[src/design/tga_rle_pkg.sv]
// Shared types and constants for the TGA run-length pixel decoder.
// No dependencies; every other design file refers to it by scoped names.
package tga_rle_pkg;

  // Configuration register indexes
  typedef enum logic [1:0] {
    CFG_BPP   = 2'd0,
    CFG_RLE   = 2'd1,
    CFG_TOTAL = 2'd2
  } cfg_idx_t;

  localparam int CFG_IDX_W  = 2;
  localparam int CFG_DATA_W = 32;

  // Reset values of the configuration registers
  localparam logic [2:0]  BPP_RST   = 3'd3;
  localparam logic        RLE_RST   = 1'b0;
  localparam logic [31:0] TOTAL_RST = 32'd1;

  // Pixel sizes in bytes after clamping
  localparam logic [2:0] PIX_MIN = 3'd2;
  localparam logic [2:0] PIX_MAX = 3'd4;

  // Queue between front and back
  localparam int QDEPTH = 2;
  localparam int QPTR_W = $clog2(QDEPTH);
  localparam int QCNT_W = $clog2(QDEPTH + 1);

  // Configuration as seen by the front
  typedef struct packed {
    logic [2:0]  bpp;
    logic        rle;
    logic [31:0] total;
  } cfg_t;

  // One finished pixel request handed from front to back
  typedef struct packed {
    logic [31:0] word;
    logic [2:0]  size;
    logic [7:0]  run;
    logic [31:0] start;
    logic        done;
  } pix_cmd_t;

endpackage

[src/design/tga_rle_front.sv]
// Front end: accepts stream bytes, parses packet headers, gathers pixel bytes,
// clips runs and keeps the pixel count. Depends on tga_rle_pkg.
module tga_rle_front (
  input  logic                  clk,
  input  logic                  rst_n,
  input  tga_rle_pkg::cfg_t     cfg,
  input  logic                  accept,
  input  logic [7:0]            data_byte,
  output logic                  push,
  output tga_rle_pkg::pix_cmd_t cmd
);

  logic        expect_header_r, expect_header_nxt;
  logic        repeat_r, repeat_nxt;
  logic [7:0]  packet_left_r, packet_left_nxt;
  logic [1:0]  slot_r, slot_nxt;
  logic [23:0] gather_r, gather_nxt;
  logic [31:0] done_r, done_nxt;

  logic [2:0]  size;
  logic [32:0] diff;
  logic [31:0] remaining;
  logic        complete;
  logic        rem_small;
  logic        is_header;
  logic        gathering;
  logic [31:0] word;
  logic        clip;
  logic [7:0]  run;
  logic        image_done;

  // Clamp the pixel size to 2..4 bytes
  always_comb begin
    if (cfg.bpp < tga_rle_pkg::PIX_MIN) begin
      size = tga_rle_pkg::PIX_MIN;
    end else if (cfg.bpp > tga_rle_pkg::PIX_MAX) begin
      size = tga_rle_pkg::PIX_MAX;
    end else begin
      size = cfg.bpp;
    end
  end

  // Pixels left; a borrow or zero means the image is complete
  assign diff      = {1'b0, cfg.total} - {1'b0, done_r};
  assign remaining = diff[31:0];
  assign complete  = diff[32] || (remaining == 32'd0);
  assign rem_small = (remaining[31:8] == 24'd0);

  assign is_header = cfg.rle && expect_header_r;
  assign gathering = (({1'b0, slot_r} + 3'd1) < size);
  assign word      = {8'd0, gather_r} | ({24'd0, data_byte} << {slot_r, 3'b000});

  // Clip a repeat run to the pixels remaining
  assign clip = rem_small && (remaining[7:0] < packet_left_r);
  always_comb begin
    if (cfg.rle && repeat_r) begin
      run = clip ? remaining[7:0] : packet_left_r;
    end else begin
      run = 8'd1;
    end
  end
  assign image_done = rem_small && (run >= remaining[7:0]);

  // Next stream state and pixel request
  always_comb begin
    expect_header_nxt = expect_header_r;
    repeat_nxt        = repeat_r;
    packet_left_nxt   = packet_left_r;
    slot_nxt          = slot_r;
    gather_nxt        = gather_r;
    done_nxt          = done_r;
    push              = 1'b0;
    cmd.word          = word;
    cmd.size          = size;
    cmd.run           = run;
    cmd.start         = done_r;
    cmd.done          = image_done;
    if (accept && !complete) begin
      if (is_header) begin
        repeat_nxt        = data_byte[7];
        packet_left_nxt   = {1'b0, data_byte[6:0]} + 8'd1;
        expect_header_nxt = 1'b0;
        slot_nxt          = 2'd0;
        gather_nxt        = 24'd0;
      end else if (gathering) begin
        gather_nxt = word[23:0];
        slot_nxt   = slot_r + 2'd1;
      end else begin
        push       = 1'b1;
        gather_nxt = 24'd0;
        slot_nxt   = 2'd0;
        done_nxt   = done_r + {24'd0, run};
        if (cfg.rle) begin
          if (repeat_r) begin
            packet_left_nxt   = 8'd0;
            expect_header_nxt = 1'b1;
          end else begin
            packet_left_nxt = packet_left_r - 8'd1;
            if (packet_left_r == 8'd1) begin
              expect_header_nxt = 1'b1;
            end
          end
        end
      end
    end
  end

  // Stream state registers
  always_ff @(posedge clk) begin
    if (!rst_n) begin
      expect_header_r <= 1'b1;
      repeat_r        <= 1'b0;
      packet_left_r   <= 8'd0;
      slot_r          <= 2'd0;
      gather_r        <= 24'd0;
      done_r          <= 32'd0;
    end else begin
      expect_header_r <= expect_header_nxt;
      repeat_r        <= repeat_nxt;
      packet_left_r   <= packet_left_nxt;
      slot_r          <= slot_nxt;
      gather_r        <= gather_nxt;
      done_r          <= done_nxt;
    end
  end

endmodule

[src/design/tga_rle_fifo.sv]
// Short queue of pixel requests between the front and the back.
// Depends on tga_rle_pkg for the request type and depth.
module tga_rle_fifo (
  input  logic                  clk,
  input  logic                  rst_n,
  input  logic                  push,
  input  tga_rle_pkg::pix_cmd_t push_cmd,
  input  logic                  pop,
  output tga_rle_pkg::pix_cmd_t head,
  output logic                  not_empty,
  output logic                  full
);

  tga_rle_pkg::pix_cmd_t mem_r [tga_rle_pkg::QDEPTH];

  logic [tga_rle_pkg::QPTR_W-1:0] wr_ptr_r, wr_ptr_nxt;
  logic [tga_rle_pkg::QPTR_W-1:0] rd_ptr_r, rd_ptr_nxt;
  logic [tga_rle_pkg::QCNT_W-1:0] count_r, count_nxt;

  assign not_empty = (count_r != '0);
  assign full      = (count_r == tga_rle_pkg::QCNT_W'(tga_rle_pkg::QDEPTH));
  assign head      = mem_r[rd_ptr_r];

  // Advance pointers and count
  always_comb begin
    wr_ptr_nxt = wr_ptr_r;
    rd_ptr_nxt = rd_ptr_r;
    count_nxt  = count_r;
    if (push) begin
      wr_ptr_nxt = (wr_ptr_r == tga_rle_pkg::QPTR_W'(tga_rle_pkg::QDEPTH - 1)) ?
                   '0 : wr_ptr_r + 1'b1;
    end
    if (pop) begin
      rd_ptr_nxt = (rd_ptr_r == tga_rle_pkg::QPTR_W'(tga_rle_pkg::QDEPTH - 1)) ?
                   '0 : rd_ptr_r + 1'b1;
    end
    if (push && !pop) begin
      count_nxt = count_r + 1'b1;
    end else if (pop && !push) begin
      count_nxt = count_r - 1'b1;
    end
  end

  always_ff @(posedge clk) begin
    if (!rst_n) begin
      wr_ptr_r <= '0;
      rd_ptr_r <= '0;
      count_r  <= '0;
    end else begin
      wr_ptr_r <= wr_ptr_nxt;
      rd_ptr_r <= rd_ptr_nxt;
      count_r  <= count_nxt;
    end
  end

  // Store the request
  always_ff @(posedge clk) begin
    if (push) begin
      mem_r[wr_ptr_r] <= push_cmd;
    end
  end

endmodule

[src/design/tga_rle_back.sv]
// Back end: expands a gathered pixel word to RGBA and holds the result register.
// Depends on tga_rle_pkg for the request type.
module tga_rle_back (
  input  logic                  clk,
  input  logic                  rst_n,
  input  logic                  cmd_valid,
  input  tga_rle_pkg::pix_cmd_t cmd,
  output logic                  pop,
  output logic                  out_valid,
  input  logic                  out_stall,
  output logic [7:0]            out_red,
  output logic [7:0]            out_green,
  output logic [7:0]            out_blue,
  output logic [7:0]            out_alpha,
  output logic [7:0]            out_run_length,
  output logic [31:0]           out_start_index,
  output logic                  out_image_done
);

  logic        valid_r, valid_nxt;
  logic [7:0]  red_r, green_r, blue_r, alpha_r, run_r;
  logic [31:0] start_r;
  logic        done_r;
  logic [7:0]  red_nxt, green_nxt, blue_nxt, alpha_nxt;
  logic [7:0]  b0, b1, b2, b3;

  assign b0 = cmd.word[7:0];
  assign b1 = cmd.word[15:8];
  assign b2 = cmd.word[23:16];
  assign b3 = cmd.word[31:24];

  // Expand 5-5-5 with one alpha bit, or take BGR(A) bytes as they are
  always_comb begin
    if (cmd.size == tga_rle_pkg::PIX_MIN) begin
      red_nxt   = {b1[6:2], 3'b000};
      green_nxt = {b1[1:0], b0[7:5], 3'b000};
      blue_nxt  = {b0[4:0], 3'b000};
      alpha_nxt = {b1[7], 7'd0};
    end else begin
      red_nxt   = b2;
      green_nxt = b1;
      blue_nxt  = b0;
      alpha_nxt = (cmd.size == tga_rle_pkg::PIX_MAX) ? b3 : 8'd0;
    end
  end

  // Take the next request when the result register is free or being drained
  assign pop = cmd_valid && (!valid_r || !out_stall);

  always_comb begin
    valid_nxt = valid_r;
    if (pop) begin
      valid_nxt = 1'b1;
    end else if (!out_stall) begin
      valid_nxt = 1'b0;
    end
  end

  always_ff @(posedge clk) begin
    if (!rst_n) begin
      valid_r <= 1'b0;
    end else begin
      valid_r <= valid_nxt;
    end
  end

  // Load the result payload
  always_ff @(posedge clk) begin
    if (pop) begin
      red_r   <= red_nxt;
      green_r <= green_nxt;
      blue_r  <= blue_nxt;
      alpha_r <= alpha_nxt;
      run_r   <= cmd.run;
      start_r <= cmd.start;
      done_r  <= cmd.done;
    end
  end

  assign out_valid       = valid_r;
  assign out_red         = red_r;
  assign out_green       = green_r;
  assign out_blue        = blue_r;
  assign out_alpha       = alpha_r;
  assign out_run_length  = run_r;
  assign out_start_index = start_r;
  assign out_image_done  = done_r;

endmodule

[src/design/tga_rle_pixel_decoder_top.sv]
// TGA pixel decoder top: one stream byte a cycle sustained while the queue is not full; the
// last byte of a pixel is written to the queue, then the result register loads from the
// queue head when it is free or being drained, and offers the result on out_valid.
// The input is held by in_stall while the queue is full.
// Reset (rst_n low, synchronous) restores the registers to 3 bytes, uncompressed,
// one pixel, and empties the queue and result register; no clearing pass.
module tga_rle_pixel_decoder_top (
  input  logic                               clk,
  input  logic                               rst_n,
  input  logic                               cfg_we,
  input  logic [tga_rle_pkg::CFG_IDX_W-1:0]  cfg_index,
  input  logic [tga_rle_pkg::CFG_DATA_W-1:0] cfg_data,
  input  logic                               in_valid,
  output logic                               in_stall,
  input  logic [7:0]                         in_data_byte,
  output logic                               out_valid,
  input  logic                               out_stall,
  output logic [7:0]                         out_red,
  output logic [7:0]                         out_green,
  output logic [7:0]                         out_blue,
  output logic [7:0]                         out_alpha,
  output logic [7:0]                         out_run_length,
  output logic [31:0]                        out_start_index,
  output logic                               out_image_done
);

  tga_rle_pkg::cfg_t     cfg_r;
  tga_rle_pkg::pix_cmd_t front_cmd;
  tga_rle_pkg::pix_cmd_t q_head;
  logic                  in_accept;
  logic                  q_push;
  logic                  q_pop;
  logic                  q_not_empty;
  logic                  q_full;

  // Configuration registers
  always_ff @(posedge clk) begin
    if (!rst_n) begin
      cfg_r.bpp   <= tga_rle_pkg::BPP_RST;
      cfg_r.rle   <= tga_rle_pkg::RLE_RST;
      cfg_r.total <= tga_rle_pkg::TOTAL_RST;
    end else if (cfg_we) begin
      unique case (tga_rle_pkg::cfg_idx_t'(cfg_index))
        tga_rle_pkg::CFG_BPP:   cfg_r.bpp   <= cfg_data[2:0];
        tga_rle_pkg::CFG_RLE:   cfg_r.rle   <= cfg_data[0];
        tga_rle_pkg::CFG_TOTAL: cfg_r.total <= cfg_data[31:0];
        default: ;
      endcase
    end
  end

  // Hold the input while the queue is full
  assign in_stall  = q_full;
  assign in_accept = in_valid && !q_full;

  tga_rle_front u_front (
    .clk       (clk),
    .rst_n     (rst_n),
    .cfg       (cfg_r),
    .accept    (in_accept),
    .data_byte (in_data_byte),
    .push      (q_push),
    .cmd       (front_cmd)
  );

  tga_rle_fifo u_fifo (
    .clk       (clk),
    .rst_n     (rst_n),
    .push      (q_push),
    .push_cmd  (front_cmd),
    .pop       (q_pop),
    .head      (q_head),
    .not_empty (q_not_empty),
    .full      (q_full)
  );

  tga_rle_back u_back (
    .clk             (clk),
    .rst_n           (rst_n),
    .cmd_valid       (q_not_empty),
    .cmd             (q_head),
    .pop             (q_pop),
    .out_valid       (out_valid),
    .out_stall       (out_stall),
    .out_red         (out_red),
    .out_green       (out_green),
    .out_blue        (out_blue),
    .out_alpha       (out_alpha),
    .out_run_length  (out_run_length),
    .out_start_index (out_start_index),
    .out_image_done  (out_image_done)
  );

  // A pixel request is only raised for an accepted byte
  a_push_needs_accept: assert property (@(posedge clk) disable iff (!rst_n)
    q_push |-> in_accept)
    else $error("pixel request raised without an accepted byte");

  // The back only drains a non-empty queue
  a_pop_not_empty: assert property (@(posedge clk) disable iff (!rst_n)
    q_pop |-> q_not_empty)
    else $error("queue popped while empty");

  // Every delivered run covers at least one pixel and at most a full packet
  a_run_range: assert property (@(posedge clk) disable iff (!rst_n)
    out_valid |-> (out_run_length != 8'd0) && (out_run_length <= 8'd128))
    else $error("run length out of range");

endmodule

[config.mk]
export PLATFORM = sky130hd
export DESIGN_NAME = tga_rle_pixel_decoder_top
export DESIGN_NICKNAME = d
export VERILOG_FILES = /design/src/design/tga_rle_pkg.sv /design/src/design/tga_rle_front.sv /design/src/design/tga_rle_fifo.sv /design/src/design/tga_rle_back.sv /design/src/design/tga_rle_pixel_decoder_top.sv
export SDC_FILE = /design/constraint.sdc
export NUM_CORES = 1
export LEC_CHECK = 0
export BUFFER_PORTS_ARGS = -buffer_cell sky130_fd_sc_hd__buf_2
export CAP_MARGIN = 20
export CORE_ASPECT_RATIO = 0.75
export CORE_UTILIZATION = 40
export CTS_BUF_LIST = sky130_fd_sc_hd__clkbuf_8
export DETAILED_ROUTE_END_ITERATION = 6
export GPL_ROUTABILITY_DRIVEN = 0
export HOLD_SLACK_MARGIN = 0.05
export PLACE_DENSITY = 0.56
export SYNTH_ARGS = -nofsm -noshare
export SYNTH_HDL_FRONTEND = slang
export SYNTH_SLANG_ARGS = --single-unit
[constraint.sdc]
create_clock -name clk -period 9.21 [get_ports clk]
set_input_delay 1.3815 -clock clk [delete_from_list [all_inputs] [get_ports clk]]
set_output_delay 1.3815 -clock clk [all_outputs]
set_load 0.01 [all_outputs]
### Yosys cells after proc, flatten, opt, wreduce, memory -nomap -nowiden

Memory sizes are Yosys's and may differ from the RTL's. A register that Yosys moved wholly into a read port is not among the register bits.
Cells that the tools add are included.

| storage, ports and cells | value |
|---|---|
| bits in writable memories | 152 |
| register bits after elaboration | 182 |
| bits of input ports | 47 |
| output and inout bits | 75 |
| memories kept | 1 |

Memories:

| memory | words | bits a word | read ports | clocked after Yosys merged registers in | write ports | RTL line | source |
|---|---|---|---|---|---|---|---|
| u_fifo.mem_r | 2 | 76 | 1 | 1 | 1 | tga_rle_fifo.sv:14 | `tga_rle_pkg::pix_cmd_t mem_r [tga_rle_pkg::QDEPTH];` |

| cells by class | value |
|---|---|
| $lt $le $gt $ge | 5 |
| bitwise operators | 4 |
| muxes and demuxes | 35 |
| $add $sub $neg | 10 |
| equality and inequality tests | 8 |
| reductions and logical operators | 32 |
| shifts and indexed selects | 1 |

Operators with widths:

| kind | number |
|---|---|
| 8-bit 2-to-1 mux | 11 |
| 24-bit 2-to-1 mux | 2 |
| 32-bit by 32-bit subtractor with 33-bit output | 1 |
| 32-bit by 8-bit adder with 32-bit output | 1 |
| 32-bit zero test | 1 |
| 24-bit by 32-bit bitwise OR with 32-bit output | 1 |
| 8-bit by 5-bit left shift with 32-bit output | 1 |
| 24-bit zero test | 1 |
| 1-bit 2-to-1 mux | 16 |
| 1-bit logical AND | 9 |
| 7-bit by 1-bit adder with 8-bit output, second input constant | 1 |
| 8-bit by 1-bit == test with 1-bit output, second input constant | 1 |
| 8-bit greater-or-equal comparator | 1 |
| 8-bit < comparator | 1 |
| 2-bit 2-to-1 mux | 4 |
| 2-bit AND reduction | 4 |
| 8-bit by 1-bit subtractor with 8-bit output, second input constant | 1 |
| 1-bit zero test | 6 |
| 3-bit 2-to-1 mux | 2 |
| 3-bit AND reduction | 2 |
| 2-bit nonzero test | 3 |
| 2-bit by 1-bit adder with 2-bit output, second input constant | 2 |
| 2-bit == test, second input constant | 2 |
| 2-bit by 1-bit inequality test with 1-bit output, second input constant | 2 |
| 15 further kinds | 19 |

### Logic depth before layout (Yosys ltp)

Gate-level depths: netlist (run 1).

| depth | value |
|---|---|
| word-level depth | 11 |
| gate-level depth with buffers | 29 |

### Modules after synthesis

Synthesis (run 1) repeated with hierarchy kept, for this count alone.

| unflattened totals | value |
|---|---|
| cell total of the unflattened synthesis | 1422 |
| area, all modules | 16522.1 um^2 |

By module, submodules not included:

| module | sequential area each (um^2) | area each (um^2) | instances | cells an instance |
|---|---|---|---|---|
| tga_rle_front | 1361.3 | 6620.1 | 1 | 891 |
| tga_rle_fifo | 4664.5 | 5856.9 | 1 | 258 |
| tga_rle_back | 2212.1 | 2572.5 | 1 | 115 |
| tga_rle_pixel_decoder_top | 720.7 | 1472.7 | 1 | 158 |

### Worst setup path after synthesis (run 1)

OpenSTA, ideal clock, no wires.

| timing path | value |
|---|---|
| path kind | reg-to-reg |
| start point | register cfg_r[0] in the netlist's numbering |
| end point | memory u_fifo.mem_r[0][0] in the netlist's numbering, enable pin |
| data arrival time | 6.094 ns |
| path slack | 2.605 ns |
| stages on the path, launching flop included | 15 |
| buffers on the path | 0 |
| period minus slack after synthesis | 6.605 ns |
| data required time | 8.699 ns |
| path through | dfxtp_1 > inv_1 > ha_1 > fa_1 > and2b_1 > o2111ai_1 > a21o_1 > a2111o_1 > a21boi_0 > or3_1 > a22oi_2 > and3_4 > a211oi_2 > nand2_2 > nor2_1 |

| between the ends | value |
|---|---|
| cells in the longest elaborated chain, start to end | 8 |

Ends and longest elaborated chain:

| item | RTL line | source |
|---|---|---|
| from (decl) | tga_rle_pixel_decoder_top.sv:27 | `tga_rle_pkg::cfg_t cfg_r;` |
| 32-bit by 32-bit subtractor with 33-bit output (*) | tga_rle_front.sv:44 | `assign diff = {1'b0, cfg.total} - {1'b0, done_r};` |
| 32-bit zero test | tga_rle_front.sv:46 | `assign complete = diff[32] \|\| (remaining == 32'd0);` |
| 1-bit logical OR (*) | tga_rle_front.sv:46 |  |
| 1-bit zero test (*) | tga_rle_front.sv:78 | `if (accept && !complete) begin` |
| 1-bit logical AND (*) | tga_rle_front.sv:78 |  |
| 1-bit 2-to-1 mux (*) | tga_rle_front.sv:78 |  |
| 1-bit 2-to-1 mux (*) | tga_rle_fifo.sv:58 | `if (push) begin` |
| 1-bit 2-to-1 mux (not written as such) (*) | tga_rle_fifo.sv:59 | `mem_r[wr_ptr_r] <= push_cmd;` |
| to (decl) | tga_rle_fifo.sv:14 |  |

Every way passes the cells marked *; elsewhere a longest branch is shown, timed or not.

==> impl_metrics.py, run 1 <==
metrics = {
    "placement": {
        "pre_cts_slack_ps": 2900,
        "hpwl_um": 29100,
        "portBuffers": 121,
    },
    "setup_path": {
        "r2r_cells": 25,
        "worstSetupStartpointType": "flop",
        "r2r_end": "u_front.done_r[12]",
        "regToRegSetupSlack_ps": 2690,
        "crit_type": "reg -> reg",
        "crit_arrival_ps": 7080,
        "end_kind": "flop",
        "critPathRequiredTime_ps": 9770,
        "r2r-start": "u_front.done_r[11]",
        "cp_max_fo": 14,
    },
    "power_and_ir_drop": {
        "p_leak_nw": 6.94,
        "vdd_ir_drop_max_mv": 0.112,
        "finalPower_mw": 4.17,
        "cellPowerDensity_mw_per_mm2": 228,
    },
    "detailed_routing": {
        "wl_per_cell_um": 19.5,
        "vias_per_cell": 5.58,
        "ant_nets": 0,
        "drc_errors": 0,
        "num_vias": 12000,
        "drt-pass1-iter-count": 6,
        "wl_um": 41800,
        "drtIter0Drc": 1051,
    },
    "floorplan": {
        "start_util_pct": 40.8,
        "ios": 122,
        "core_mm2": 0.0397,
        "die_area_mm2": 0.0414,
        "die_width_um": 235,
        "num_rows": 63,
        "die_height_um": 176,
    },
    "grt": {
        "grt_pass1_wl_um": 64500,
        "grt_usage_pct": 20.2,
        "antenna_found_initial": 0,
        "grt_pass1_vias": 11300,
        "overflow": 0,
        "grt_max_degree": 64,
    },
    "final_layout": {
        "final_core_util_pct": 46.1,
        "antenna_cells": 0,
        "fin_nets": 1686,
        "final_cell_mix": "225 x edfxtp_1, 185 x nand2_1, 132 x a21oi_1",
        "fill_cells": 3774,
        "syn_to_final_growth_pct": 13.0,
        "final_layout_size_suffix_gt1_share_pct": 18.2,
        "final_common_cell": "edfxtp_1",
    },
    "synthesis": {
        "ys_async_sr_fraction_pct": 0,
        "ys_warn_count": 0,
        "syn-mean-instance-area_um2": 11.1,
        "syn_nets": 1574,
        "synth_edf_count": 225,
        "yosysSeqAreaShare_pct": 55.2,
        "synth_cell_types": 87,
        "syn_inst": 1465,
        "synth_top_flop_cell": "edfxtp_1",
        "synth_area_mm2": 0.0162,
        "ys_ff_latch": 335,
    },
    "timing": {
        "finalSetupViolCount": 0,
        "whs_ps": 453,
        "fin_ws_ps": 2690,
        "report.final.hold_viol_count": 0,
        "min_period_over_period_pct": 70.8,
        "timing.fmax_mhz": 153,
        "drv_slew": 0,
        "skew_ps": 38.8,
        "fin_tns_setup_ps": 0,
        "tightest_slew_ps": 1060,
        "rsz0062_at_grt": "no",
        "max_slew_margin_pct": 29.1,
        "min_period_ps": 6520,
    },
    "hold_path": {
        "min_path_type": "reg -> reg",
        "worstHoldStart": "u_front.gather_r[22]",
        "min_path_cells": 2,
        "hold_path_end": "u_front.gather_r[22]",
    },
    "clocking": {
        "postCtsHoldBufs": 0,
        "cts.sinks": 335,
        "cts_buffers": 54,
        "cts_root_buf": "clkbuf_8",
        "post_cts_buffers": 0,
        "cts_tree": "yes",
        "clk_path_buf_depth": 3,
        "htree_levels": 2,
        "clk_latency_ps": 630,
        "ctsResizeCount": 0,
        "path_clk_slew_ps": 60,
    },
    "run_status": {
        "outcome": "finished clean",
    },
    "flow_run": {
        "maxCapViolations": 0,
    },
}
## logic make-up after synthesis
logic type / count (synthesis) / synth area share [%]
AOI/OAI and AO/OA: 338 / 13.7
xor gates and xnor gates: 27 / 1.46
adders and majority gates: 62 / 4.88
buffers and inverters: 144 / 3.55
DFF: 335 / 55.2
muxes: 96 / 7.41
and+or+nand+nor: 463 / 13.8
## stage by stage
| step | cells | area (µm²) |
|---|---|---|
| after floorplan | 1465 | 16200 |
| after global placement | 2040 | 17300 |
| after detailed placement | 2041 | 17300 |
| after CTS | 2143 | 18300 |
| after global routing | 2143 | 18300 |
| final | 2143 | 18300 |
## critical path, cell delays in order (launching register included)
cell       delay, ps
dfxtp_1          440
inv_1            160
ha_1             470
nand2_1          120
or3_1            430
a21o_1           290
a211oi_2         350
o221a_1          250
o21ai_1          100
nor4_1           370
and3_4           290
nand2_1          250
nor2_1           170
a21oi_1           60
nand3_1          170
ha_1             200
inv_1             50
fa_1             380
nor2b_1          150
o21ai_0          100
nand2b_1         120
a21oi_1          110
a31oi_1          310
o211ai_2         390
a2111oi_2        510
mux2i_1          210
## worst max-delay path by stage
stage	from	end	slack, ps	depth (start not counted)
finish	u_front.done_r[11]	u_front.done_r[12]	2690	25
global route	u_front.done_r[22]	u_front.done_r[21]	2230	23
CTS	u_front.done_r[11]	u_front.done_r[12]	2840	25
detailed placement	u_front.done_r[11]	u_front.done_r[12]	2900	25
global placement	u_front.done_r[11]	u_front.done_r[12]	2930	25
floorplan	cfg_r[0]	u_fifo.mem_r[0][0]	2600	14
## sequential cells by signal, summed over array words and instances (netlist names), 2 cells and up, named ones only
| name | count |
|---|---|
| cfg_r | 36 |
| u_back.out_alpha | 8 |
| u_back.out_blue | 8 |
| u_back.out_green | 8 |
| u_back.out_red | 8 |
| u_back.out_run_length | 8 |
| u_back.out_start_index | 32 |
| u_fifo.count_r | 2 |
| u_fifo.mem_r | 152 |
| u_front.done_r | 32 |
| u_front.gather_r | 24 |
| u_front.packet_left_r | 8 |
| u_front.slot_r | 2 |
## cell type report
type	instances	area [µm²]	area share (%)
Timing Repair Buffer	133	699	3.82
Multi-Input combinational cell	986	6700	36.6
Sequential cell	335	8960	48.9
Clock inverter	43	254	1.39
Inverter	67	253	1.38
Clock buffer	59	812	4.43
Tap cell	520	651	3.55
## routing by layer
metal | global-route usage (%) | wire length [µm] | up-vias
met5 | 0 | 0 | -
met4 | 5.51 | 822 | 0
met3 | 3.84 | 2990 | 65
li1 | - | - | 5680
met2 | 27.2 | 16600 | 434
met1 | 32.2 | 21300 | 5787
## cell usage after synthesis (4+ instances only)
master / number / area share [%]
a31oi_1: 6 / 0.23
a21o_1: 34 / 1.6
o21a_1: 7 / 0.32
mux4_2: 15 / 2.1
o211ai_1: 12 / 0.56
a211oi_2: 5 / 0.39
and4_1: 6 / 0.32
nor3b_1: 4 / 0.19
a22oi_1: 4 / 0.19
a211o_1: 4 / 0.22
edfxtp_1: 225 / 42
o311ai_0: 5 / 0.27
mux2i_1: 39 / 2.4
clkbuf_1: 52 / 1.2
nor4_1: 8 / 0.31
xnor2_1: 18 / 0.97
nand4_1: 45 / 1.7
buf_1: 6 / 0.14
nand2b_1: 12 / 0.46
nor3_1: 16 / 0.49
o22ai_1: 6 / 0.23
o21ai_1: 12 / 0.37
xor2_1: 9 / 0.49
a21oi_1: 133 / 4.1
nor2_1: 98 / 2.3
o21bai_1: 4 / 0.19
nor2b_1: 9 / 0.35
nand3_1: 19 / 0.59
o2111ai_1: 5 / 0.27
mux2_2: 42 / 2.9
inv_1: 66 / 1.5
dfxtp_1: 110 / 14
nand4b_1: 5 / 0.27
ha_1: 60 / 4.6
nand2_1: 185 / 4.3
nor4b_1: 6 / 0.32
o21ai_0: 42 / 1.3
and3_1: 15 / 0.58
buf_2: 16 / 0.49
and2_1: 5 / 0.19
or2_1: 4 / 0.15
or3_1: 11 / 0.42
a211oi_1: 15 / 0.69
## power breakdown
part	switching, mW	internal [mW]
Sequential	0.0727	1.85
Clock	0.605	0.654
Combinational	0.618	0.370
Note: power is estimated with default switching activity, not from simulation.
==> inputs of run 2 (changes only) <==
PLACE_DENSITY = 0.58   (was 0.56)
clock period = 5.8 ns   (was 9.21 ns; I/O delays follow)
==> run 2 against run 1 <==
  * Global-route usage is 0.077 points lower
  * Critical path type unchanged
  * Largest power group unchanged
  * Combinational power up 63%
  * Power increased by 60%
  * Cell count grew 2.1%
  * Cell area grew 3.4%
==> impl_metrics.py, run 2 (synthesis results as in run 1) <==
metrics = {
    "run_status": {
        "outcome": "finished clean",
    },
    "power_and_ir_drop": {
        "p_leak_nw": 7.20,
        "finalPower_mw": 6.68,
        "vdd_ir_drop_max_mv": 0.247,
        "cellPowerDensity_mw_per_mm2": 352,
    },
    "clocking": {
        "cts_buffers": 53,
        "clk_latency_ps": 600,
        "cts.sinks": 335,
        "clk_path_buf_depth": 3,
        "postCtsHoldBufs": 0,
        "cts_root_buf": "clkbuf_8",
        "path_clk_slew_ps": 60,
        "cts_tree": "yes",
        "htree_levels": 2,
    },
    "detailed_routing": {
        "wl_um": 41700,
        "route.met3.wl_um": 3270,
        "drtIter0Drc": 885,
        "top_layer": "met4",
        "wl_met1_um": 21300,
        "wl_met2_um": 16300,
        "vias_per_cell": 5.49,
        "num_vias": 12000,
        "wl_per_cell_um": 19.1,
        "drt-pass1-iter-count": 6,
        "drc_errors": 0,
        "ant_nets": 0,
    },
    "setup_path": {
        "slowest_stage": "ha_1",
        "cp_max_fo": 10,
        "max_stage_delay_ps": 560,
        "critPathRequiredTime_ps": 6280,
        "worstSetupStartpointType": "flop",
        "end_kind": "flop",
        "crit_type": "reg -> reg",
        "crit_arrival_ps": 6010,
    },
    "timing": {
        "finalSetupViolCount": 0,
        "max_slew_margin_pct": 9.02,
        "tightest_slew_ps": 1360,
        "min_period_ps": 5530,
        "min_period_over_period_pct": 95.4,
        "skew_ps": 15.2,
        "drv_slew": 0,
        "report.final.hold_viol_count": 0,
        "fin_ws_ps": 267,
        "whs_ps": 449,
        "timing.fmax_mhz": 181,
    },
    "final_layout": {
        "syn_to_final_growth_pct": 16.9,
        "reg.largest.list": "u_fifo.mem_r: 152 flops, cfg_r: 36 flops",
        "final_layout_size_suffix_gt1_share_pct": 22.8,
        "finalInstanceArea_mm2": 0.0190,
        "instances_no_fill": 2189,
        "multi_input_area_mm2": 0.00690,
        "fin_nets": 1734,
        "final_common_cell": "edfxtp_1",
        "fill_cells": 3680,
        "antenna_cells": 0,
        "largest_register": "u_fifo.mem_r",
        "largest_register_ffs": 152,
        "final_cell_mix": "225 x edfxtp_1, 185 x nand2_1, 127 x a21oi_1",
        "seqCellArea_mm2": 0.00897,
    },
    "grt": {
        "overflow": 0,
        "grt_pass1_wl_um": 64000,
        "grt_max_degree": 62,
        "antenna_found_initial": 0,
        "grt_pass1_vias": 11400,
        "grt_usage_pct": 20.1,
    },
    "placement": {
        "hpwl_um": 29200,
        "placed_area_mm2": 0.0176,
        "pre_cts_slack_ps": 127,
        "placedCellCount": 2085,
        "portBuffers": 121,
    },
    "floorplan": {
        "die_height_um": 176,
        "die_area_mm2": 0.0414,
        "ios": 122,
        "num_rows": 63,
        "core_mm2": 0.0397,
        "die_width_um": 235,
        "start_util_pct": 40.8,
    },
    "hold_path": {
        "min_path_type": "reg -> reg",
    },
    "flow_run": {
        "maxCapViolations": 0,
    },
}
-- run 2: cell types whose count changed in the layout (fill, tap and decap cells not counted), sizes merged --
cell | before | now
buf | 133 | 182
bufinv | 2 | 4
clkbuf | 59 | 54
clkinv | 19 | 23
clkinvlp | 0 | 1
inv | 89 | 84
-- run 2: metal layers --
| layer | up-vias | track usage (%) |
|---|---|---|
| met5 | - | 0 |
| met4 | 0 | 5.75 |
| met3 | 65 | 4.55 |
| met2 | 412 | 26.7 |
| met1 | 5775 | 31.9 |
| li1 | 5764 | - |
-- run 2: what timing repair did --
action                     in CTS  in global routing
setup endpoints to repair       0                 28
gates resized for setup         0                 48
buffers inserted                0                  4
-- run 2: metrics by stage --
step	TNS, ps	util (%)
2_1_floorplan	0	-
3_3_place_gp	0	44.4
3_5_place_dp	0	44.4
4_1_cts	0	47.0
5_1_grt	-390	47.7
6_report	0	47.7
-- run 2: area by class of cell --
type / instances / share of cell area (%)
Clock inverter: 45 / 1.61
Multi-Input combinational cell: 986 / 36.4
Sequential cell: 335 / 47.3
Timing Repair Buffer: 182 / 5.98
Clock buffer: 54 / 3.92
Inverter: 67 / 1.33
Tap cell: 520 / 3.43
-- run 2: worst paths after layout --
check	slack (ps)	start	cells after the start	end
worst max-delay path	270	u_front.done_r[23]	26	u_front.done_r[26]
worst min-delay path	450	u_front.gather_r[14]	2	u_front.gather_r[14]
worst max register to register	270	u_front.done_r[23]	26	u_front.done_r[26]
worst min register to register	450	u_front.gather_r[14]	2	u_front.gather_r[14]
-- run 2: where the power goes --
group	internal, mW	total, mW	switching, mW
clock network	1.05	1.98	0.930
registers	2.94	3.08	0.136
logic	0.632	1.61	0.981
-- run 2: critical path, delay by kind of cell (launching register included) --
family	cells	cell delay, ps
AO/OA/AOI/OAI	8	1570
AND/OR/NAND/NOR	9	1510
adder cells (fa/ha/maj)	3	980
buffers and inverters	4	560
flip-flops	1	430
multiplexers	2	350
